$ cat src/rtl/core/aaod_pkg.sv
// Package for the accessory address output decoder.
// Holds item kinds, register indexes, the item carried along the cell chain
// and the per-pin mode bits. No dependencies.
package aaod_pkg;

	localparam int PIN_COUNT = 16;
	localparam int PIN_W     = 4;
	localparam int STAT_W    = 16;
	localparam int ADDR_W    = 12;
	localparam int CFG_W     = 16;
	localparam int CFG_IDX_W = 3;

	typedef enum logic [1:0] {
		KIND_SENSOR  = 2'd0,
		KIND_REQUEST = 2'd1,
		KIND_REPORT  = 2'd2,
		KIND_LOAD    = 2'd3
	} kind_t;

	typedef enum logic [CFG_IDX_W-1:0] {
		REG_PIN_IS_OUTPUT  = 3'd0,
		REG_PIN_IS_SENSOR  = 3'd1,
		REG_PIN_IS_REPORT  = 3'd2,
		REG_PIN_INVERTED   = 3'd3,
		REG_STATUS_REQ_ADR = 3'd4
	} reg_idx_t;

	typedef struct packed {
		kind_t             kind;
		logic [ADDR_W-1:0] bus_address;
		logic              direction_bit;
		logic              output_bit;
		logic [PIN_W-1:0]  pin_index;
		logic              status_request;
		logic [STAT_W-1:0] output_status;
	} item_t;

	typedef struct packed {
		logic is_output;
		logic is_sensor;
		logic is_report;
		logic inverted;
	} pin_cfg_t;

endpackage

$ cat src/rtl/core/aaod_cell.sv
// One pin cell of the accessory address output decoder chain.
// Holds the pin's table address and output bit, updates them as an item
// passes, and hands the item on to the next cell. Depends on aaod_pkg.
module aaod_cell import aaod_pkg::*; (
	input  logic             clk,
	input  logic             arst_n,
	input  logic [PIN_W-1:0] idx,
	input  pin_cfg_t         pin_cfg,
	input  logic             in_valid,
	output logic             in_ready,
	input  item_t            in_item,
	output logic             out_valid,
	input  logic             out_ready,
	output item_t            out_item
);

	logic [ADDR_W-1:0] pin_addr_q;
	logic              bit_q;
	logic              valid_q;
	item_t             item_q;

	logic  in_fire;
	logic  mode_hit;
	logic  info;
	logic  upd;
	logic  bit_nxt;
	logic  load;
	item_t item_nxt;

	assign in_ready = !valid_q || out_ready;
	assign in_fire  = in_valid && in_ready;

	always_comb begin
		mode_hit = 1'b0;
		info     = in_item.direction_bit;
		priority if (pin_cfg.is_sensor) begin
			mode_hit = (in_item.kind == KIND_SENSOR);
		end else if (pin_cfg.is_report) begin
			mode_hit = (in_item.kind == KIND_REPORT);
			info     = idx[0] ? in_item.direction_bit : in_item.output_bit;
		end else begin
			mode_hit = (in_item.kind == KIND_REQUEST);
		end
	end

	assign load = (in_item.kind == KIND_LOAD) && (in_item.pin_index == idx);
	assign upd  = pin_cfg.is_output && mode_hit && !in_item.status_request
		&& (pin_addr_q != '0) && (pin_addr_q == in_item.bus_address);
	assign bit_nxt = upd ? (info ^ pin_cfg.inverted) : bit_q;

	always_comb begin
		item_nxt                    = in_item;
		item_nxt.output_status[idx] = bit_nxt;
	end

	always_ff @(posedge clk or negedge arst_n) begin
		if (!arst_n) begin
			pin_addr_q <= '0;
			bit_q      <= 1'b0;
			valid_q    <= 1'b0;
		end else begin
			if (in_ready) begin
				valid_q <= in_valid;
			end
			if (in_fire) begin
				bit_q <= bit_nxt;
				if (load) begin
					pin_addr_q <= in_item.bus_address;
				end
			end
		end
	end

	always_ff @(posedge clk) begin
		if (in_fire) begin
			item_q <= item_nxt;
		end
	end

	assign out_valid = valid_q;
	assign out_item  = item_q;

`ifndef SYNTHESIS
	a_load_keeps_bit: assert property (@(posedge clk) disable iff (!arst_n)
		(in_fire && in_item.kind == KIND_LOAD) |=> $stable(bit_q))
		else $error("load item changed pin output bit");

	a_req_keeps_bit: assert property (@(posedge clk) disable iff (!arst_n)
		(in_fire && in_item.status_request) |=> $stable(bit_q))
		else $error("status request item changed pin output bit");

	a_bit_handed_on: assert property (@(posedge clk) disable iff (!arst_n)
		in_fire |=> (item_q.output_status[idx] == bit_q))
		else $error("item carries wrong pin bit");

	a_hold_stalled: assert property (@(posedge clk) disable iff (!arst_n)
		(valid_q && !out_ready) |=> (valid_q && $stable(item_q)))
		else $error("stalled item lost or changed");
`endif

endmodule

$ cat src/rtl/core/accessory_address_output_decoder.sv
// Top level of the accessory address output decoder.
// Holds the configuration registers and the chain of pin cells.
// Depends on aaod_pkg and aaod_cell.

// Each item runs through a chain of PIN_COUNT pin cells, one register stage
// per cell; the chain takes one item per cycle while out_stall is low, and
// every cell can hold an item while the output side stalls. Each cell keeps
// its pin's table address and output bit and updates them as the item
// passes, so the result carries the output status after that item. Each
// cell reads its pin's mode bits as the item passes, so write configuration
// only while no item is in flight.
module accessory_address_output_decoder import aaod_pkg::*; (
	input  logic                 clk,
	input  logic                 arst_n,
	input  logic                 cfg_wr_en,
	input  logic [CFG_IDX_W-1:0] cfg_index,
	input  logic [CFG_W-1:0]     cfg_data,
	input  logic                 in_valid,
	output logic                 in_stall,
	input  logic [1:0]           kind,
	input  logic [ADDR_W-1:0]    bus_address,
	input  logic                 direction_bit,
	input  logic                 output_bit,
	input  logic [PIN_W-1:0]     pin_index,
	output logic                 out_valid,
	input  logic                 out_stall,
	output logic [STAT_W-1:0]    output_status,
	output logic                 status_request
);

	logic [STAT_W-1:0] pin_is_output_q;
	logic [STAT_W-1:0] pin_is_sensor_q;
	logic [STAT_W-1:0] pin_is_report_q;
	logic [STAT_W-1:0] pin_inverted_q;
	logic [ADDR_W-1:0] status_req_adr_q;

	item_t stage [0:PIN_COUNT];
	logic  vld   [0:PIN_COUNT];
	logic  rdy   [0:PIN_COUNT];

	always_ff @(posedge clk or negedge arst_n) begin
		if (!arst_n) begin
			pin_is_output_q  <= '0;
			pin_is_sensor_q  <= '0;
			pin_is_report_q  <= '0;
			pin_inverted_q   <= '0;
			status_req_adr_q <= '0;
		end else if (cfg_wr_en) begin
			unique case (cfg_index)
				REG_PIN_IS_OUTPUT:  pin_is_output_q  <= cfg_data;
				REG_PIN_IS_SENSOR:  pin_is_sensor_q  <= cfg_data;
				REG_PIN_IS_REPORT:  pin_is_report_q  <= cfg_data;
				REG_PIN_INVERTED:   pin_inverted_q   <= cfg_data;
				REG_STATUS_REQ_ADR: status_req_adr_q <= cfg_data[ADDR_W-1:0];
				default: ;
			endcase
		end
	end

	always_comb begin
		stage[0].kind           = kind_t'(kind);
		stage[0].bus_address    = bus_address;
		stage[0].direction_bit  = direction_bit;
		stage[0].output_bit     = output_bit;
		stage[0].pin_index      = pin_index;
		stage[0].status_request = (kind_t'(kind) != KIND_LOAD)
			&& (bus_address == status_req_adr_q);
		stage[0].output_status  = '0;
	end

	assign vld[0]         = in_valid;
	assign in_stall       = !rdy[0];
	assign rdy[PIN_COUNT] = !out_stall;

	for (genvar g = 0; g < PIN_COUNT; g++) begin : g_cell
		pin_cfg_t cfg;

		assign cfg.is_output = pin_is_output_q[g];
		assign cfg.is_sensor = pin_is_sensor_q[g];
		assign cfg.is_report = pin_is_report_q[g];
		assign cfg.inverted  = pin_inverted_q[g];

		aaod_cell u_cell (
			.clk       (clk),
			.arst_n    (arst_n),
			.idx       (PIN_W'(g)),
			.pin_cfg   (cfg),
			.in_valid  (vld[g]),
			.in_ready  (rdy[g]),
			.in_item   (stage[g]),
			.out_valid (vld[g+1]),
			.out_ready (rdy[g+1]),
			.out_item  (stage[g+1])
		);
	end

	assign out_valid      = vld[PIN_COUNT];
	assign output_status  = stage[PIN_COUNT].output_status;
	assign status_request = stage[PIN_COUNT].status_request;

endmodule

$ cat config.mk
export PLATFORM = sky130hd
export DESIGN_NAME = accessory_address_output_decoder
export DESIGN_NICKNAME = d
export VERILOG_FILES = /design/src/rtl/core/aaod_pkg.sv /design/src/rtl/core/aaod_cell.sv /design/src/rtl/core/accessory_address_output_decoder.sv
export SDC_FILE = /design/constraint.sdc
export NUM_CORES = 1
export LEC_CHECK = 0
export BUFFER_PORTS_ARGS = -buffer_cell sky130_fd_sc_hd__buf_2
export CELL_PAD_IN_SITES_DETAIL_PLACEMENT = 1
export CELL_PAD_IN_SITES_GLOBAL_PLACEMENT = 2
export CORE_MARGIN = 3
export CORE_UTILIZATION = 47
export DETAILED_ROUTE_END_ITERATION = 6
export GPL_TIMING_DRIVEN = 0
export HOLD_SLACK_MARGIN = 0.08
export PLACE_DENSITY = 0.9
export SYNTH_ARGS = -nofsm -noshare
export SYNTH_HDL_FRONTEND = slang
export SYNTH_SLANG_ARGS = --single-unit
$ cat constraint.sdc
create_clock -name clk -period 4.5 [get_ports clk]
set_input_delay 0.9 -clock clk [delete_from_list [all_inputs] [get_ports clk]]
set_output_delay 0.9 -clock clk [all_outputs]
set_load 0.1 [all_outputs]
=== Word-level counts from Yosys, hierarchy flattened ===
Index checks and enable logic that the tools add are counted.

* Mux-type cells: 64
* Bitwise gates (word level): 16
* Eq/ne operators: 85
* Reduce and logical (&&, ||, !) cells: 202

{| class="wikitable"
|+ Operator list
! cell !! number
|-
| $eq 12x12->1 || 17
|-
| $reduce_bool 12->1 || 16
|-
| $logic_and 1x1->1 || 97
|-
| $eq 2x2->1 const B || 32
|-
| $mux 1 || 64
|-
| $reduce_and 2->1 || 21
|-
| $logic_not 1->1 || 34
|-
| $eq 2x1->1 const B || 16
|-
| $eq 4x4->1 const B || 8
|-
| $logic_not 2->1 || 16
|-
| $eq 4x3->1 const B || 4
|-
| $logic_or 1x1->1 || 16
|-
| $xor 1x1->1 || 16
|-
| $eq 4x2->1 const B || 2
|-
| $eq 3x2->1 const B || 2
|-
| $eq 4x1->1 const B || 1
|-
| $logic_not 4->1 || 1
|-
| $eq 3x1->1 const B || 1
|-
| $eq 3x3->1 const B || 1
|-
| $logic_not 3->1 || 1
|-
| $ne 2x2->1 const B || 1
|}

* Output and inout bits: 19
* Flip-flop bits (word level): 751
* Logic and storage cells: 526
* Bits of input ports: 44

=== Longest topological paths before layout ===
* Word-level depth: 19
* Mapped depth: 7
* Mapped depth without buffers: 6

=== Cells and area by module ===
A second synthesis with hierarchy kept.

* Cells, all modules: 2779
* Area total of the unflattened synthesis: 39083.7 sq um

{| class="wikitable"
|+ By module, submodules not included
! module !! sequential area each (sq um) !! times used !! area each (sq um) !! cells each
|-
| aaod_cell (g_cell[0].u_cell ...) || 1461.4 || 15 || 2248.4 || 162
|-
| accessory_address_output_decoder || 1901.8 || 1 || 3100.5 || 186
|-
| aaod_cell (g_cell[9].u_cell) || 1461.4 || 1 || 2257.2 || 163
|}

=== Worst setup path after synthesis ===
Ideal clock, no wire load.

* Kind: register to register
* Start: register g_cell[15].u_cell.valid_q
* End: register g_cell[10].u_cell.pin_addr_q[10]
* Slack: 0.531 ns
* Clock period less this slack: 3.969 ns
* Required time: 4.375 ns
* Library setup time: 0.125 ns
* Data arrival time: 3.844 ns
* Buffers on the path: 1
* Cell stages (with the launch flop): 7
* Path through: dfrtp_1 nand4_1 nor2_1 a31oi_1 nand4_1 buf_2 mux2_2

* Longest elaborated chain between the ends: 9

{| class="wikitable"
|+ Ends and longest elaborated chain
! element !! RTL line !! source
|-
| start, declared || aaod_cell.sv:19 || <nowiki>logic valid_q;</nowiki>
|-
| start signal, assigned || aaod_cell.sv:63 || <nowiki>valid_q <= in_valid;</nowiki>
|-
| $logic_not 1->1 || aaod_cell.sv:30 || <nowiki>assign in_ready = !valid_q || out_ready;</nowiki>
|-
| $logic_or 1x1->1 (6 in series) || aaod_cell.sv:30 ||
|-
| $logic_and 1x1->1 || aaod_cell.sv:31 || <nowiki>assign in_fire = in_valid && in_ready;</nowiki>
|-
| net g_cell[10].u_cell.in_fire || aaod_cell.sv:22 || <nowiki>logic in_fire;</nowiki>
|-
| $reduce_and 2->1 (no source line) || - ||
|-
| end signal, assigned || aaod_cell.sv:68 || <nowiki>pin_addr_q <= in_item.bus_address;</nowiki>
|-
| end, declared || aaod_cell.sv:17 || <nowiki>logic [ADDR_W-1:0] pin_addr_q;</nowiki>
|}

The timed path passes the listed nets, and every way through them passes these cells.
A chain may end at the register's enable or synchronous reset.

=== Worst setup path after layout ===
* Start: register g_cell[11].u_cell.valid_q
* End: output in_stall

* Longest elaborated chain between the ends: 14

{| class="wikitable"
|+ Ends and longest elaborated chain
! element !! RTL line !! source
|-
| start, declared || aaod_cell.sv:19 ||
|-
| start signal, assigned || aaod_cell.sv:63 ||
|-
| $logic_not 1->1 || aaod_cell.sv:30 ||
|-
| $logic_or 1x1->1 (12 in series) || aaod_cell.sv:30 ||
|-
| $logic_not 1->1 || accessory_address_output_decoder.sv:72 || <nowiki>assign in_stall = !rdy[0];</nowiki>
|-
| end, declared || accessory_address_output_decoder.sv:19 || <nowiki>output logic in_stall,</nowiki>
|}

No other way between the ends.

==> metrics <==
Synth Cell Area=0.0289 sq mm; Tcrit/Tclk final=75.7%; synthesized net count=1729; Rows=90; NumNets Final=1873; largest net degree at the start of global routing=~120; Ys Warns=0; Power Density=553 mW/mm^2; Setup crit end kind=output pin; status=completed; Leakage=12.9 nW; Placer Congestion=around 0.83; RSZ-0062 raised after global routing=no; DRC viols=0; final hold vios=0; Setup CP Type=flop to output pin; Worst-path clk slew=around 0.060 ns; Max Slew Vio Count=0; Total Routing Usage GR=20.0%; vias in the first global route=16.6k; fillcell total=5523; min Tclk post-route=3.41 ns; Final Total Pwr=18.2 mW; CP Launch Type=flop; Ports=63; peak fanout along the critical path=6; drt total wl=~63 mm; synthesis-to-finish area growth=13.8%; Setup-failing EPs final=0; core area=0.0606 sq mm; Sinks on Clock Net=751; Placed Instances=2534; critical-path cell list=and4_4 -> nand2_1 -> nor3_1 -> nand3_1 -> inv_1 -> buf_2; Async S/R FF share, synth=39.9%; Mapped Cells=1685; Port Buffers=60; number of flops mapped to enable cells by yosys=approximately 450; Post-synth top flop=edfxtp_1; die span in y=254 microns; initial antenna violation count=4; CTS tree=built; Least-Margin Pin Slew=1.25 ns; CP max-delay cell=dfrtp_1; Final HPWL DP=43.1 mm; Detail Route Antenna Nets=0; Hold WC Path Type=input port to async pin; design area=~0.033 sq mm; DR vias=14.7k; Critical Path Source=g_cell[11].u_cell.out_valid; Post-CTS Hold Buffers=0; postcts setup bufs=0; width of the chip=roughly 250 microns; Synth cell types=50; Slew Limit Headroom=approximately 17%; via-per-instance ratio=between 5 and 6; number of buffers on the longest clock path=3; clock latency on the worst-skew pair=0.62 ns; Starting Density=a little under half; crit-path max cell delay=0.50 ns; initial DRC count=between 900 and 1k; Layout Cells excl Fill=2675; Mapped Avg Cell Area=17.1 sq um; Die ar.=0.0644 sq mm; worst vdd ir=312 uV; cts repair resizes=0; CTS buffer count=between 70 and 80; number of max-cap violations=0; Reg2Reg Depth=5; Avg WL per Cell=23.7 microns; Root Buffer=clkbuf_16; Fin Clk Skew=0.0291 ns; share of cells above drive strength 1=27.1%; Worst EP required=around 3.6 ns; FF+latch count, synth=~750; Worst EP arrival=2.51 ns; Peak Freq=294 MHz; first-pass GRT wire length=98.0 mm; Pre-antenna DRT Iters=5; sequential fraction of the synthesis area=approximately 73%; Area after DPL=between 0.03 and 0.04 sq mm; Reg-to-Reg Start=g_cell[14].u_cell.out_valid; CTS HTree Levels=3; Overflow after GRT=0
-- cells in the final DEF, fill, tap and decap left out, types with 4 or more instances in the layout --
| cell type | count |
|---|---|
| bufinv_16 | 7 |
| nor2b_1 | 11 |
| clkinv_1 | 7 |
| mux2_4 | 10 |
| nor2_1 | 20 |
| nor3_1 | 11 |
| o21ai_0 | 22 |
| dfrtp_1 | 300 |
| nor4bb_1 | 4 |
| clkbuf_1 | 30 |
| nand2b_1 | 25 |
| inv_1 | 25 |
| and3_1 | 8 |
| nand2_1 | 41 |
| buf_2 | 71 |
| a21oi_1 | 7 |
| xnor2_1 | 117 |
| mux2i_1 | 9 |
| nand4_1 | 44 |
| clkbuf_8 | 8 |
| nor3b_1 | 6 |
| xor2_1 | 102 |
| mux2_2 | 289 |
| and4b_1 | 7 |
| o221ai_1 | 6 |
| nand3_1 | 18 |
| clkinv_2 | 10 |
| clkbuf_16 | 78 |
| o211ai_1 | 4 |
| nor4_1 | 81 |
| edfxtp_1 | 451 |
-- where the power goes --
| group | switching [mW] | total (mW) | internal, mW |
|---|---|---|---|
| clock network | 2.60 | 6.33 | 3.74 |
| logic | 1.28 | 2.25 | 0.965 |
| registers | 0.923 | 9.59 | 8.67 |
| total | 4.80 | 18.2 | 13.4 |
-- registers in the layout, indices dropped and copies added, names as in the netlist --
| name | flops |
|---|---|
| pin_inverted_q | 16 |
| pin_is_report_q | 16 |
| pin_is_output_q | 16 |
| g_cell.u_cell.out_item | 451 |
| g_cell.u_cell.out_valid | 16 |
| pin_is_sensor_q | 16 |
| g_cell.u_cell.pin_addr_q | 192 |
| g_cell.u_cell.bit_q | 16 |
| status_req_adr_q | 12 |
-- cells by family after synthesis --
group | after synthesis | synth area share, %
buffers and inverters | 50 | 0.780
muxes | 308 | 12.1
xor gates and xnor gates | 219 | 6.65
AOI/OAI and AO/OA | 55 | 1.19
and+or+nand+nor | 302 | 6.33
DFF | 751 | 72.9
-- worst paths after layout --
check / slack [ns] / to
max: 1.09 / in_stall
min: 0.27 / g_cell[11].u_cell.pin_addr_q[9]
max reg2reg: 1.49 / g_cell[6].u_cell.out_item[31]
min reg2reg: 0.42 / g_cell[13].u_cell.out_item[3]
max in group asynchronous: 2.77 / g_cell[0].u_cell.pin_addr_q[4]
min in group clk: 0.42 / g_cell[13].u_cell.out_item[3]
-- synthesized netlist by cell type (7+ instances only) --
cell type	count	share of area, %
and4b_1	7	0.24
nor3_1	11	0.19
and3_1	8	0.17
nand4_1	44	0.95
nand2_1	41	0.53
inv_1	27	0.35
buf_2	12	0.21
nor2_1	21	0.27
xnor2_1	117	3.6
mux2_4	10	0.52
edfxtp_1	451	47
dfrtp_1	300	26
nand3_1	18	0.31
mux2_2	289	11
mux2i_1	9	0.31
nor4_1	81	1.8
nand2b_1	25	0.54
xor2_1	102	3.1
a21oi_1	9	0.16
nor2b_1	12	0.26
o21ai_0	22	0.38
-- through the flow --
step           worst slack (ns)  hold WS, ns  utilization [%]  TNS (ns)
2_1_floorplan             0.531        0.400                -         0
3_5_place_dp              0.569        0.406             50.1         0
4_1_cts                    1.02        0.275             54.2         0
5_1_grt                   0.909        0.287             54.2         0
3_3_place_gp              -3.50        0.400             49.7  -1051.04
6_report                   1.09        0.266             54.2         0
-- final cells by class --
cell class | count | area [sq um] | area share (%)
Inverter | 27 | 101 | 0.309
Clock buffer | 110 | 2150 | 6.55
Clock inverter | 29 | 352 | 1.07
Antenna cell | 2 | 5.00 | 0.0152
Sequential cell | 751 | 21100 | 64.1
Buffer | 23 | 124 | 0.377
Tap cell | 782 | 978 | 2.98
Timing Repair Buffer | 67 | 463 | 1.41
Multi-Input combinational cell | 884 | 7620 | 23.2
-- worst max-delay path, delay by kind of cell, from the launching register on --
kind	cells	cell delay, ns
buffers and inverters	2	0.50
DFF	1	0.50
and+or+nand+nor	4	0.89
-- layer usage --
metal  wire, microns  vias to the layer above  track usage (%)
met2           34000                      272             36.5
met1           25300                     7681             24.0
met3            2230                      114             3.69
li1                -                     6636                -
met5              13                        -                0
met4            1660                        2             6.29
Note: power is estimated with default switching activity, not from simulation.
